File: config.mk
export PLATFORM = sky130hd
export DESIGN_NAME = tftp_request_parser_unit
export DESIGN_NICKNAME = d
export VERILOG_FILES = /design/src/hdl/tftp_rp_pkg.sv /design/src/hdl/tftp_request_parser_unit.sv /design/src/hdl/tftp_rp_parse.sv /design/src/hdl/tftp_rp_out.sv
export SDC_FILE = /design/constraint.sdc
export NUM_CORES = 1
export LEC_CHECK = 0
export BUFFER_PORTS_ARGS = -buffer_cell sky130_fd_sc_hd__buf_2
export CAP_MARGIN = 40
export CORE_MARGIN = 2
export CORE_UTILIZATION = 55
export CTS_CLUSTER_DIAMETER = 150
export DETAILED_ROUTE_END_ITERATION = 10
export PLACE_DENSITY = 0.8
export SKIP_LAST_GASP = 1
export SYNTH_ARGS = -nofsm -noshare
export SYNTH_HDL_FRONTEND = slang
export SYNTH_SLANG_ARGS = --single-unit
File: constraint.sdc
create_clock -name clk -period 5.5 [get_ports clk]
set_clock_uncertainty 0.05 [all_clocks]
set_input_delay 1.1 -clock clk [delete_from_list [all_inputs] [get_ports clk]]
set_output_delay 1.1 -clock clk [all_outputs]
set_load 0.01 [all_outputs]
File: src/hdl/tftp_rp_pkg.sv
// ----------------------------------------------------------------------------
// tftp_rp_pkg
// shared types, codes and mode word tables for the tftp request parser
// ----------------------------------------------------------------------------
package tftp_rp_pkg;

	// parse phase, one-hot
	typedef enum logic [3:0] {
		PH_OPCODE = 4'b0001,
		PH_NAME   = 4'b0010,
		PH_MODE   = 4'b0100,
		PH_DONE   = 4'b1000
	} phase_t;

	typedef enum logic [2:0] {
		ERR_NONE     = 3'd0,
		ERR_TOO_LONG = 3'd1,
		ERR_NOT_REQ  = 3'd2,
		ERR_BAD_NAME = 3'd3,
		ERR_BAD_MODE = 3'd4
	} err_t;

	localparam logic [7:0] OP_READ  = 8'd1;
	localparam logic [7:0] OP_WRITE = 8'd2;

	localparam int OCTET_LEN    = 5;
	localparam int NETASCII_LEN = 8;
	// mode position saturates one past the longest mode word
	localparam logic [3:0] MODE_POS_MAX = 4'd9;

	localparam logic [7:0] OCTET_WORD [OCTET_LEN] = '{
		8'h6f, 8'h63, 8'h74, 8'h65, 8'h74
	};
	localparam logic [7:0] NETASCII_WORD [NETASCII_LEN] = '{
		8'h6e, 8'h65, 8'h74, 8'h61, 8'h73, 8'h63, 8'h69, 8'h69
	};

	typedef struct packed {
		logic       request_ok;
		logic       is_write;
		logic       transfer_mode;
		logic [9:0] name_length;
		err_t       error_kind;
	} result_t;

	// only ascii A-Z are folded
	function automatic logic [7:0] fold_case(input logic [7:0] b);
		logic [7:0] r;
		r = b;
		if (b >= 8'h41 && b <= 8'h5a) begin
			r = b + 8'h20;
		end
		return r;
	endfunction

endpackage

File: src/hdl/tftp_request_parser_unit.sv
// ----------------------------------------------------------------------------
// tftp_request_parser_unit
// parses a tftp read/write request arriving, unless in_stall holds it, one byte word per cycle
// ----------------------------------------------------------------------------
//  channel | handshake           | words
//  --------+---------------------+-------------------------------------------
//  input   | in_valid / in_stall | packet_byte, end_of_packet
//  output  | out_valid/out_stall | request_ok, is_write, transfer_mode,
//          |                     | name_length, error_kind
//
//  one byte word is taken per cycle while in_stall is low; the verdict for
//  a packet is built from the input register and held in the result register
//  the parse state is one register set updated by a single compare/count pass
//  reset clears all parse state; the block is ready right after reset
//  non-final bytes keep flowing while a verdict waits; only a final byte
//  stalls at the input register while the result register is still held
// ----------------------------------------------------------------------------
module tftp_request_parser_unit import tftp_rp_pkg::*; #(
	parameter int MAX_REQUEST_BYTES = 512
) (
	input  logic       clk,
	input  logic       arst_n,
	input  logic       in_valid,
	output logic       in_stall,
	input  logic [7:0] packet_byte,
	input  logic       end_of_packet,
	output logic       out_valid,
	input  logic       out_stall,
	output logic       request_ok,
	output logic       is_write,
	output logic       transfer_mode,
	output logic [9:0] name_length,
	output logic [2:0] error_kind
);

	// input register
	logic       valid_s1;
	logic [7:0] byte_s1;
	logic       last_s1;

	logic    out_free;
	logic    adv;
	logic    load;
	logic    in_take;
	result_t verdict;
	result_t result_q;

	// a byte moves on unless it is final and the result slot is taken
	assign adv      = valid_s1 && (!last_s1 || out_free);
	assign load     = adv && last_s1;
	assign in_stall = valid_s1 && !adv;
	assign in_take  = in_valid && !in_stall;

	always_ff @(posedge clk or negedge arst_n) begin
		if (!arst_n) begin
			valid_s1 <= 1'b0;
		end else if (in_take) begin
			valid_s1 <= 1'b1;
		end else if (adv) begin
			valid_s1 <= 1'b0;
		end
	end

	always_ff @(posedge clk) begin
		if (in_take) begin
			byte_s1 <= packet_byte;
			last_s1 <= end_of_packet;
		end
	end

	tftp_rp_parse #(
		.MAX_REQUEST_BYTES(MAX_REQUEST_BYTES)
	) u_parse (
		.clk    (clk),
		.arst_n (arst_n),
		.adv    (adv),
		.byte_in(byte_s1),
		.last_in(last_s1),
		.result (verdict)
	);

	tftp_rp_out u_out (
		.clk      (clk),
		.arst_n   (arst_n),
		.load     (load),
		.result_in(verdict),
		.free     (out_free),
		.out_valid(out_valid),
		.out_stall(out_stall),
		.result_q (result_q)
	);

	assign request_ok    = result_q.request_ok;
	assign is_write      = result_q.is_write;
	assign transfer_mode = result_q.transfer_mode;
	assign name_length   = result_q.name_length;
	assign error_kind    = result_q.error_kind;

	// a good verdict never carries an error code, a bad one always does
	a_ok_no_err: assert property (@(posedge clk) disable iff (!arst_n)
		out_valid |-> (request_ok == (error_kind == ERR_NONE)))
		else $error("verdict flag and error code disagree");

	// rejected packets report no request details
	a_bad_clean: assert property (@(posedge clk) disable iff (!arst_n)
		(out_valid && !request_ok) |-> (name_length == 10'd0 && !is_write && !transfer_mode))
		else $error("rejected packet carries request details");

	// a final byte waits while the previous verdict is held
	a_last_holds: assert property (@(posedge clk) disable iff (!arst_n)
		(valid_s1 && last_s1 && out_valid && out_stall) |-> in_stall)
		else $error("final byte overran a held verdict");

	// a loaded verdict is presented on the next cycle
	a_load_shows: assert property (@(posedge clk) disable iff (!arst_n)
		load |=> out_valid)
		else $error("verdict lost after load");

endmodule

File: src/hdl/tftp_rp_parse.sv
// ----------------------------------------------------------------------------
// tftp_rp_parse
// per-packet parse state and the verdict built on the last byte
// ----------------------------------------------------------------------------
module tftp_rp_parse import tftp_rp_pkg::*; #(
	parameter int MAX_REQUEST_BYTES = 512
) (
	input  logic       clk,
	input  logic       arst_n,
	input  logic       adv,
	input  logic [7:0] byte_in,
	input  logic       last_in,
	output result_t    result
);

	localparam int CW = $clog2(MAX_REQUEST_BYTES + 2);
	localparam logic [CW-1:0] LIMIT = CW'(MAX_REQUEST_BYTES + 1);
	localparam logic [CW-1:0] MAX_B = CW'(MAX_REQUEST_BYTES);

	logic [CW-1:0] byte_cnt_q, byte_cnt_nxt;
	logic [CW-1:0] fn_len_q, fn_len_nxt;
	logic [7:0]    op_high_q, op_high_nxt;
	logic          op_valid_q, op_valid_nxt;
	logic          op_write_q, op_write_nxt;
	phase_t        phase_q, phase_nxt;
	logic [3:0]    mode_pos_q, mode_pos_nxt;
	logic [1:0]    flags_q, flags_nxt;
	logic          too_long_q, too_long_nxt;
	logic [7:0]    c;
	logic [CW:0]   need;

	always_comb begin
		byte_cnt_nxt = byte_cnt_q;
		fn_len_nxt   = fn_len_q;
		op_high_nxt  = op_high_q;
		op_valid_nxt = op_valid_q;
		op_write_nxt = op_write_q;
		phase_nxt    = phase_q;
		mode_pos_nxt = mode_pos_q;
		flags_nxt    = flags_q;
		c            = fold_case(byte_in);

		case (phase_q)
			PH_OPCODE: begin
				if (byte_cnt_q == '0) begin
					op_high_nxt = byte_in;
				end else begin
					op_valid_nxt = (op_high_q == 8'd0) &&
						(byte_in == OP_READ || byte_in == OP_WRITE);
					op_write_nxt = (byte_in == OP_WRITE);
					phase_nxt    = PH_NAME;
				end
			end
			PH_NAME: begin
				if (byte_in == 8'd0) begin
					phase_nxt = PH_MODE;
				end else if (fn_len_q < LIMIT) begin
					fn_len_nxt = fn_len_q + 1'b1;
				end
			end
			PH_MODE: begin
				if (byte_in == 8'd0) begin
					phase_nxt = PH_DONE;
				end else begin
					if (mode_pos_q >= 4'(OCTET_LEN) || c != OCTET_WORD[mode_pos_q[2:0]]) begin
						flags_nxt[0] = 1'b0;
					end
					if (mode_pos_q >= 4'(NETASCII_LEN) ||
						c != NETASCII_WORD[mode_pos_q[2:0]]) begin
						flags_nxt[1] = 1'b0;
					end
					if (mode_pos_q < MODE_POS_MAX) begin
						mode_pos_nxt = mode_pos_q + 4'd1;
					end
				end
			end
			default: ;
		endcase

		if (byte_cnt_q < LIMIT) begin
			byte_cnt_nxt = byte_cnt_q + 1'b1;
		end
		too_long_nxt = too_long_q || (byte_cnt_nxt > MAX_B);
	end

	// verdict, taken on next-state values
	always_comb begin
		result = '{request_ok: 1'b0, is_write: 1'b0, transfer_mode: 1'b0,
			name_length: 10'd0, error_kind: ERR_NONE};
		need = {1'b0, fn_len_nxt} + (CW+1)'(5);
		if (too_long_nxt) begin
			result.error_kind = ERR_TOO_LONG;
		end else if (byte_cnt_nxt < CW'(2) || !op_valid_nxt) begin
			result.error_kind = ERR_NOT_REQ;
		end else if (phase_nxt == PH_OPCODE || phase_nxt == PH_NAME || fn_len_nxt == '0 ||
			{1'b0, byte_cnt_nxt} < need) begin
			result.error_kind = ERR_BAD_NAME;
		end else if (phase_nxt == PH_MODE) begin
			result.error_kind = ERR_BAD_MODE;
		end else if (flags_nxt[0] && mode_pos_nxt == 4'(OCTET_LEN)) begin
			result.request_ok  = 1'b1;
			result.is_write    = op_write_nxt;
			result.name_length = 10'(fn_len_nxt);
		end else if (flags_nxt[1] && mode_pos_nxt == 4'(NETASCII_LEN)) begin
			result.request_ok    = 1'b1;
			result.is_write      = op_write_nxt;
			result.transfer_mode = 1'b1;
			result.name_length   = 10'(fn_len_nxt);
		end else begin
			result.error_kind = ERR_BAD_MODE;
		end
	end

	always_ff @(posedge clk or negedge arst_n) begin
		if (!arst_n) begin
			byte_cnt_q <= '0;
			fn_len_q   <= '0;
			op_high_q  <= 8'd0;
			op_valid_q <= 1'b0;
			op_write_q <= 1'b0;
			phase_q    <= PH_OPCODE;
			mode_pos_q <= 4'd0;
			flags_q    <= 2'b11;
			too_long_q <= 1'b0;
		end else if (adv) begin
			if (last_in) begin
				byte_cnt_q <= '0;
				fn_len_q   <= '0;
				op_high_q  <= 8'd0;
				op_valid_q <= 1'b0;
				op_write_q <= 1'b0;
				phase_q    <= PH_OPCODE;
				mode_pos_q <= 4'd0;
				flags_q    <= 2'b11;
				too_long_q <= 1'b0;
			end else begin
				byte_cnt_q <= byte_cnt_nxt;
				fn_len_q   <= fn_len_nxt;
				op_high_q  <= op_high_nxt;
				op_valid_q <= op_valid_nxt;
				op_write_q <= op_write_nxt;
				phase_q    <= phase_nxt;
				mode_pos_q <= mode_pos_nxt;
				flags_q    <= flags_nxt;
				too_long_q <= too_long_nxt;
			end
		end
	end

endmodule

File: src/hdl/tftp_rp_out.sv
// ----------------------------------------------------------------------------
// tftp_rp_out
// result register with valid/stall handshake toward the consumer
// ----------------------------------------------------------------------------
module tftp_rp_out import tftp_rp_pkg::*; (
	input  logic    clk,
	input  logic    arst_n,
	input  logic    load,
	input  result_t result_in,
	output logic    free,
	output logic    out_valid,
	input  logic    out_stall,
	output result_t result_q
);

	logic valid_q;

	assign free      = !valid_q || !out_stall;
	assign out_valid = valid_q;

	always_ff @(posedge clk or negedge arst_n) begin
		if (!arst_n) begin
			valid_q <= 1'b0;
		end else if (load) begin
			valid_q <= 1'b1;
		end else if (free) begin
			valid_q <= 1'b0;
		end
	end

	always_ff @(posedge clk) begin
		if (load) begin
			result_q <= result_in;
		end
	end

endmodule

* After elaboration in Yosys (flattened, before gate mapping)
Memories as Yosys holds them, arrays and structs flattened.
Index checks and enable logic that the tools add are counted.
** Cells by class
- $add $sub $neg :: 5
- Magnitude comparators :: 11
- Equal/unequal tests :: 12
- Multiplexer cells :: 47
- Bitwise operators :: 1
- Reduce and logical (&&, ||, !) cells :: 36
** Operator list (number)
- 2-to-1 mux 10 bit :: 7
- 2-to-1 mux 8 bit :: 8
- 2-to-1 mux 4 bit :: 8
- adder 10 x 1 -> 10 bit (second input constant) :: 2
- zero test 10 bit :: 2
- less-than comparator 10 bit (second input constant) :: 2
- zero test 8 bit :: 2
- inequality test 8 bit :: 2
- 2-to-1 mux 1 bit :: 13
- 2-to-1 mux 13 bit :: 1
- equality test 4 x 3 -> 1 bit (second input constant) :: 3
- 2-to-1 mux 2 bit :: 6
- case mux 4 bit (3 select lines) :: 1
- adder 10 x 3 -> 11 bit (second input constant) :: 1
- less-than comparator 10 x 11 -> 1 bit :: 1
- > comparator 10 bit (second input constant) :: 1
- logical OR 1 bit :: 10
- less-than comparator 10 x 2 -> 1 bit (second input constant) :: 1
- 2-to-1 mux 3 bit :: 3
- adder 8 x 6 -> 8 bit (second input constant) :: 1
- equality test 4 x 1 -> 1 bit (second input constant) :: 2
- equality test 4 x 2 -> 1 bit (second input constant) :: 2
- equality test 8 x 1 -> 1 bit (second input constant) :: 1
- equality test 8 x 2 -> 1 bit (second input constant) :: 1
- other kinds (15) :: 31
** Word-level totals
- Register bits after elaboration :: 68
- ROM bits :: 128
- Output and inout bits :: 18
- Word-level logic and storage cells :: 133
- Memories :: 2
** Memory list
- (name not given) :: depth 8, width 8, rd ports 1, clocked after memory_dff 0, write ports 0, line tftp_rp_parse.sv:69 : c != NETASCII_WORD[mode_pos_q[2:0]]) begin
- (name not given) :: depth 8, width 8, rd ports 1, clocked after memory_dff 0, write ports 0, line tftp_rp_parse.sv:65 : if (mode_pos_q >= 4'(OCTET_LEN) || c != OCTET_WORD[mode_pos_q[2:0]]) begin

* Depth between registers and ports, before layout
Gate-level depths: netlist of the first run.
- Depth in word-level cells :: 15
- Depth in mapped cells :: 21

* Modules after synthesis
A second synthesis of the first run with hierarchy kept.
** Second synthesis, totals
- Cell total of the unflattened synthesis :: 505
- Area, all modules :: 4655.7 um^2
** By module, submodules not included
- tftp_rp_parse :: instances 1, cells an instance 469, area an instance 3788.6 um^2
- tftp_rp_out :: instances 1, cells an instance 19, area an instance 516.7 um^2
- tftp_request_parser_unit :: instances 1, cells an instance 17, area an instance 350.3 um^2

* Least setup slack after synthesis of the first run
No wires, ideal clock.
- Path type :: reg-to-reg
- From :: reg u_parse.fn_len_q[0]
- To :: reg u_out.result_q[11] (netlist name)
- Setup time :: 0.177 ns
- Arrival :: 4.223 ns
- Slack :: 1.051 ns
- Cell stages (with the launch flop) :: 21
- Buffers on the path :: 1
- Cell sequence :: dfrtp_1 inv_1 ha_1 or4b_1 o21ai_1 nand3_1 xnor2_1 ha_1 inv_1 a211o_1 a21boi_0 xnor2_1 ha_1 nand2_1 o21ai_0 o2111a_1 o32a_1 o41ai_1 a211o_1 buf_6 nor4_1
** On the way
- Longest elaborated chain between the ends :: 8
- Elaborated cells between the ends (all ways) :: 13
** Ends and longest elaborated chain
- start, declared :: line tftp_rp_parse.sv:21 : logic [CW-1:0] fn_len_q, fn_len_nxt;
- start signal, assigned :: line tftp_rp_parse.sv:138 : fn_len_q <= fn_len_nxt;
- adder 10 x 1 -> 10 bit or less-than comparator 10 bit (tied branches) :: line tftp_rp_parse.sv:58, tftp_rp_parse.sv:57
- 2-to-1 mux 10 bit :: line tftp_rp_parse.sv:57 : end else if (fn_len_q < LIMIT) begin
- 2-to-1 mux 10 bit :: line tftp_rp_parse.sv:55 : if (byte_in == 8'd0) begin
- 2-to-1 mux 10 bit (*) :: line tftp_rp_parse.sv:43 : case (phase_q)
- adder 10 x 3 -> 11 bit or zero test 10 bit (tied branches) :: line tftp_rp_parse.sv:90, tftp_rp_parse.sv:95
- less-than comparator 10 x 11 -> 1 bit or logical OR 1 bit (tied branches) :: line tftp_rp_parse.sv:96, tftp_rp_parse.sv:95
- logical OR 1 bit :: line tftp_rp_parse.sv:95 : end else if (phase_nxt == PH_OPCODE || phase_nxt == PH_NAME || fn_len_nxt == '0 ||
- OR reduction 4 bit (no source line)
Every way passes the cells marked *; elsewhere a longest branch is shown, timed or not.
A chain may end at the register's enable or synchronous reset.

* Worst setup path in the final report of the first run
- From :: reg u_parse.fn_len_q[0]
- To :: reg u_out.result_q[9] (netlist name)
** On the way
- Longest elaborated chain between the ends :: 8
- Elaborated cells between the ends (all ways) :: 13
** Ends and longest elaborated chain (line)
- adder 10 x 1 -> 10 bit or less-than comparator 10 bit (tied branches) :: tftp_rp_parse.sv:58, tftp_rp_parse.sv:57
- 2-to-1 mux 10 bit :: tftp_rp_parse.sv:57
- 2-to-1 mux 10 bit :: tftp_rp_parse.sv:55
- 2-to-1 mux 10 bit (*) :: tftp_rp_parse.sv:43
- adder 10 x 3 -> 11 bit or zero test 10 bit (tied branches) :: tftp_rp_parse.sv:90, tftp_rp_parse.sv:95
- less-than comparator 10 x 11 -> 1 bit or logical OR 1 bit (tied branches) :: tftp_rp_parse.sv:96, tftp_rp_parse.sv:95
- logical OR 1 bit :: tftp_rp_parse.sv:95
- OR reduction 4 bit (no source line)
Marked as above.

==> results of run 1 <==
[per-layer routing]
metal / global-route usage (%) / up-vias / part of all wire (%)
met5: 0 / - / 0
met4: 11.0 / 0 / 2.1
met3: 4.74 / 27 / 7.4
met2: 42.1 / 203 / 46
met1: 38.4 / 1977 / 45
li1: - / 1900 / -
[kinds of logic (layout without fill, tap and decap cells)]
logic type | count (synthesis) | after routing
buffers and inverters | 55 | 80
adders and majority gates | 21 | 21
DFF | 68 | 68
AOI/OAI and AO/OA | 138 | 138
xor gates and xnor gates | 29 | 29
muxes | 3 | 3
and+or+nand+nor | 180 | 180
[synth_stat cells (all sizes together) (3+ instances only)]
library cell  count
dfstp             3
clkbuf           19
o21a              3
nand4            11
o22ai             8
a22o             12
or4               4
a211o             8
nor3             18
buf              13
a32o              3
xnor2            23
nand3            12
nor3b             5
o211ai           10
and2              5
a22oi             3
a21oi            28
nand2b            5
edfxtp           25
o21ai            28
xor2              6
nand2            44
nor4b             4
a31oi             6
nor4             21
inv              23
dfrtp            40
or4b              3
and3              6
or3               3
ha               21
nor2             27
a21boi            3
[how the worst min path moves through the flow]
stage / to / slack [ns]
finish: u_parse.op_valid_q / 0.44
global route: u_parse.op_valid_q / 0.49
CTS: u_parse.op_valid_q / 0.44
detailed placement: u_parse.op_valid_q / 0.42
global placement: u_parse.op_valid_q / 0.41
floorplan: u_parse.op_valid_q / 0.40
[repair_timing]
action | in CTS | in global routing
resized for setup | 0 | 1
endpoints found under the hold margin | 0 | 0
setup endpoints to repair | 0 | 14
[through the flow]
stage | total power, uW | utilization [%]
after floorplan | 962 | -
after global placement | 1060 | 58.6
after detailed placement | 1080 | 59.2
after CTS | 1520 | 61.7
after global routing | 1610 | 61.7
final | 1520 | 61.7
[area by class of cell]
type	instances	area, um^2	area share, %
Multi-Input combinational cell	371	2530	50.2
Sequential cell	68	1830	36.3
Timing Repair Buffer	41	260	5.16
Tap cell	105	131	2.60
Clock buffer	9	124	2.46
Inverter	23	86.3	1.71
Clock inverter	7	81.3	1.61
[power by group through the flow]
| stage | Combinational [uW] | Sequential [uW] | Clock [uW] |
|---|---|---|---|
| floorplan | 344 | 617 | 0 |
| global placement | 423 | 640 | 0 |
| detailed placement | 439 | 642 | 0 |
| CTS | 444 | 632 | 441 |
| global route | 498 | 643 | 464 |
| finish | 449 | 634 | 437 |
[flip-flops by register name (all words and copies together) (netlist names)]
register / flops
byte_s1: 8
last_s1: 1
u_out.result_q: 16
u_parse.byte_cnt_q: 10
u_parse.phase_q: 4
u_parse.flags_q: 2
u_parse.op_valid_q: 1
u_parse.fn_len_q: 10
u_parse.op_high_q: 8
u_parse.mode_pos_q: 4
u_out.out_valid: 1
u_parse.op_write_q: 1
valid_s1: 1
u_parse.too_long_q: 1
[critical path, stage by stage (launching register included)]
cell      delay, ns
dfrtp_1        0.45
inv_1          0.15
ha_1           0.16
or4b_1         0.45
o21ai_1        0.18
nand3_1        0.22
xnor2_1        0.35
ha_1           0.26
inv_1          0.09
a211o_1        0.25
a21boi_0       0.20
xnor2_1        0.16
ha_1           0.28
a21oi_1        0.14
o21ai_0        0.12
a211o_1        0.28
o41ai_1        0.55
a211o_2        0.39
nor4_1         0.12
==> reports/metrics.cfg, run 1 <==
[run_status]
status = finished, final reports clean

[global_routing]
grt_pass1_vias = 3782
grt_usage_pct = 27.3
antenna_found_initial = 0
grt_overflow_total = 0
grt_pass1_wl_um = 19000
grt_max_degree = 24

[min_path]
hold_depth = 2
hold_class = reg -> reg
hp-start = u_parse.op_valid_q

[logic_synthesis]
synth-seq-cells = 68
yosys_warnings = 0
yosysUniqueCellTypes = 73
syn_area_um2 = 4600
synth_fa_ha_area_share_pct = 5.72
syn_inst = 494
synth_edf_count = 25
synth-xor-area-share_pct = 5.53
synth-main-ff-cell = dfrtp_1
synthArstFlopShare_pct = 63.2
yosysSeqAreaShare_pct = 39.8
synth_top_family_by_area = simple AND/OR/NAND/NOR gates
synth_compound_area_share_pct = 20.8
synth_area_leaders = dfrtp_1 22%, edfxtp_1 16%, ha_1 5.7%
yosysTopAreaCellShare_pct = 21.8
synthSimpleGateAreaFrac_pct = 22.3
synth_nets = 528
synth.area.mux_share_pct = 0.680
yosys.area.top_type = dfrtp_1
syn_area_per_cell_um2 = 9.31

[critical_path]
crit_path_start_kind = flop
r2r_setup_slack_ns = 0.37
setup.worst_path.class = reg -> reg
critical_path.max_fanout = 14
reg2reg_to = u_out.result_q[9]
crit_start = u_parse.fn_len_q[0]
cp_data_required_time_ns = 5.53
crit_path_end_kind = flop
endpoint = u_out.result_q[9]
rr_startpoint = u_parse.fn_len_q[0]
reg2reg_depth = 18
arrival_ns = 5.16

[detailed_routing]
wl_per_cell_um = 18.4
route.detailed.vias_per_inst = 6.58
ant_nets = 0
routed_wl_um = 11500
drcViolationCount = 0
dr.pass1.iters = 5
vias = 4107
first_iter_violations = 339

[cts]
cts.htree.levels = 3
clk_latency_ns = 0.36
cts_tree = built
cts_root_buf = clkbuf_8
clk_path_buf_depth = 2
cts.clk_slew.worst_paths_ns = 0.09
cts_hold_buf = 0
post-cts-setup-buffer-count = 0
cts_made_buffers = 9
cts_num_sinks = 68

[sta]
setup-tns-final_ns = 0
timing.final.ws_setup_ns = 0.374
period_share_pct = 93.2
setup_viol = 0
layout_min_cycle_time_ns = 5.13
final_hold_viol_count = 0
maxSlewHeadroom_pct = 41.0
drv_slew = 0
rsz0062_at_grt = false
max_freq_ghz = 0.195
hold_ws_ns = 0.443
worst_slew_pin_slew_ns = 0.884

[finish]
nFillCells = 723
layout_commonest_cell = nand2_1
layout-drive-gt1-share_pct = 15.4
finalNetCount = 548
areaGrowthSynthToFinish_pct = 9.72
instances_no_fill = 624
stdcell_area_um2 = 5040
antenna_cells = 0
final_cell_mix = 44 x nand2_1, 40 x dfrtp_1, 30 x buf_2, 28 x a21oi_1, 27 x nor2_1

[placed_design]
dp.cells = 608
dpl_worst_slack_ns = 0.295
hpwl_um = 8310
gp_routability_congestion = 0.975
portBuffers = 30
dpl-instance-area_um2 = 4840

[floorplanning]
fp.dieH_um = 95.4
die_area_um2 = 9100
io_pins = 31
core-area_um2 = 8180
fp-row-count = 33
die_x_um = 95.4
start_util_pct = 56.2

[pwr]
clkPwrFrac_pct = 28.7
combPwrFrac_pct = 29.6
powerDensity_nw_per_um2 = 301
swShare_pct = 36.0
power.internal_uw = 973
switching_power_uw = 546
power_frac_seq_pct = 41.7
cellLeakagePower_uw = 0.00200
ir_drop_uv = 228

[job]
cap_violations = 0

Note: power is estimated with default switching activity, not from simulation.
==> run 2: changes to the inputs <==
==> constraint.sdc (replaced) <==
create_clock -name clk -period 6.3 [get_ports clk]
set_clock_uncertainty 0.05 [all_clocks]
set_input_delay 1.26 -clock clk [delete_from_list [all_inputs] [get_ports clk]]
set_output_delay 1.26 -clock clk [all_outputs]
set_load 0.01 [all_outputs]
==> reports/metrics.cfg, run 2 (same netlist as run 1, synthesis figures left out) <==
[detailed_routing]
first_iter_violations = 247
drcViolationCount = 0
vias = 3997
dr.pass1.iters = 5
ant_nets = 0
wl_per_cell_um = 18.6
routed_wl_um = 11400
route.detailed.vias_per_inst = 6.49

[cts]
cts_made_buffers = 9
cts_tree = built
cts_root_buf = clkbuf_8
cts_hold_buf = 0
clk_latency_ns = 0.36
cts.clk_slew.worst_paths_ns = 0.08
cts_resized = 0
cts.htree.levels = 3
post-cts-setup-buffer-count = 0
cts_num_sinks = 68
clk_path_buf_depth = 2

[finish]
antenna_cells = 0
finalNetCount = 540
layout-drive-gt1-share_pct = 13.9
largest_registers = u_out.result_q x16, u_parse.byte_cnt_q x10, u_parse.fn_len_q x10
largest-register = u_out.result_q
largest_reg_flops = 16
layout_commonest_cell = nand2_1
final_cell_mix = 44 x nand2_1, 40 x dfrtp_1, 30 x buf_2, 28 x a21oi_1, 27 x nor2_1
areaGrowthSynthToFinish_pct = 8.06

[sta]
final_hold_viol_count = 0
period_share_pct = 82.5
drv_slew = 0
layout_min_cycle_time_ns = 5.20
rsz0062_at_grt = false
max_freq_ghz = 0.192
worst_slew_pin_slew_ns = 0.838
timing.final.ws_setup_ns = 1.10
hold_ws_ns = 0.459
setup-tns-final_ns = 0
setup_viol = 0
maxSlewHeadroom_pct = 44.1

[floorplanning]
fp.dieH_um = 95.4
start_util_pct = 56.2
die_x_um = 95.4
die_area_um2 = 9100
io_pins = 31
fp-row-count = 33
core-area_um2 = 8180

[placed_design]
portBuffers = 30
hpwl_um = 8210
dpl_worst_slack_ns = 1.18
gp_routability_congestion = 1.01

[critical_path]
crit_path_end_kind = flop
cp_data_required_time_ns = 6.33
critical_path.max_fanout = 14
arrival_ns = 5.23
setup.worst_path.class = reg -> reg
crit_path_start_kind = flop

[global_routing]
grt_pass1_wl_um = 19000
grt_max_degree = 32
antenna_found_initial = 0
grt_pass1_vias = 3786
grt_usage_pct = 27.1
grt_overflow_total = 0

[pwr]
combPwrFrac_pct = 28.2
power_frac_seq_pct = 42.9
power.internal_uw = 841
clkPwrFrac_pct = 28.9
swShare_pct = 35.8
ir_drop_uv = 175
cellLeakagePower_uw = 0.00195
switching_power_uw = 470
powerDensity_nw_per_um2 = 264

[job]
cap_violations = 0

[min_path]
hold_class = reg -> reg

[run_status]
status = finished, final reports clean

[run 2: cell types whose count changed in the layout (fill, tap and decap cells not counted)]
| cell | previous run | this run |
|---|---|---|
| a211o_1 | 7 | 8 |
| a211o_2 | 1 | 0 |
| buf_8 | 1 | 0 |
| buf_16 | 1 | 0 |
| buf_12 | 0 | 1 |
| buf_4 | 9 | 2 |
[run 2: worst max-delay path, cell delays in order (launching register included)]
cell      delay [ns]
dfrtp_1         0.46
inv_1           0.15
ha_1            0.15
or4b_1          0.46
o21ai_1         0.17
nand3_1         0.24
mux2i_1         0.45
inv_1           0.10
ha_1            0.23
inv_1           0.11
a211o_1         0.13
a21boi_0        0.09
xnor2_1         0.14
ha_1            0.35
a21oi_1         0.16
o21ai_0         0.13
a211o_1         0.30
o41ai_1         0.37
a211o_1         0.54
nor4_1          0.14
[run 2: per-stage QoR]
step | util (%) | power (uW) | instances | cell area, um^2
after detailed placement | 58.2 | 934 | 600 | 4760
after CTS | 60.8 | 1310 | 616 | 4970
final | 60.8 | 1310 | 616 | 4970
after floorplan | - | 840 | 494 | 4600
after global placement | 58.0 | 922 | 599 | 4740
after global routing | 60.8 | 1390 | 616 | 4970
[run 2: cell type report]
class	count	area, um^2
inverter	23	86.3
tap	105	131
clock buffer	9	124
multi-input combinational	371	2530
timing repair buffer	33	185
clock inverter	7	81.3
sequential	68	1830
fill	714	3210
[run 2: final timing paths]
check | end | slack [ns] | cells past startpoint | start
setup / recovery | u_out.result_q[8] | 1.10 | 19 | u_parse.fn_len_q[0]
hold reg to reg | u_parse.op_valid_q | 0.46 | 2 | u_parse.op_valid_q
setup reg to reg | u_out.result_q[8] | 1.10 | 19 | u_parse.fn_len_q[0]
hold / removal | u_parse.op_valid_q | 0.46 | 2 | u_parse.op_valid_q
min in group asynchronous | u_parse.mode_pos_q[3] | 0.74 | 1 | arst_n
max in group asynchronous | u_parse.phase_q[0] | 4.91 | 2 | arst_n
[run 2: per-layer routing]
layer | share of wire (%) | wire, um | vias to the layer above | GRT usage, %
met2 | 44 | 5020 | 198 | 40.6
met5 | 0 | 0 | - | 0
met1 | 46 | 5260 | 1881 | 38.5
li1 | - | - | 1890 | -
met4 | 2.7 | 312 | 0 | 12.6
met3 | 7.4 | 849 | 28 | 4.58
[run 2: power groups by stage]
stage | logic [uW] | clock network [uW] | registers (uW)
after floorplan | 300 | 0 | 539
after global placement | 355 | 0 | 566
after detailed placement | 366 | 0 | 569
after CTS | 368 | 386 | 561
after global routing | 417 | 407 | 570
final | 370 | 378 | 563
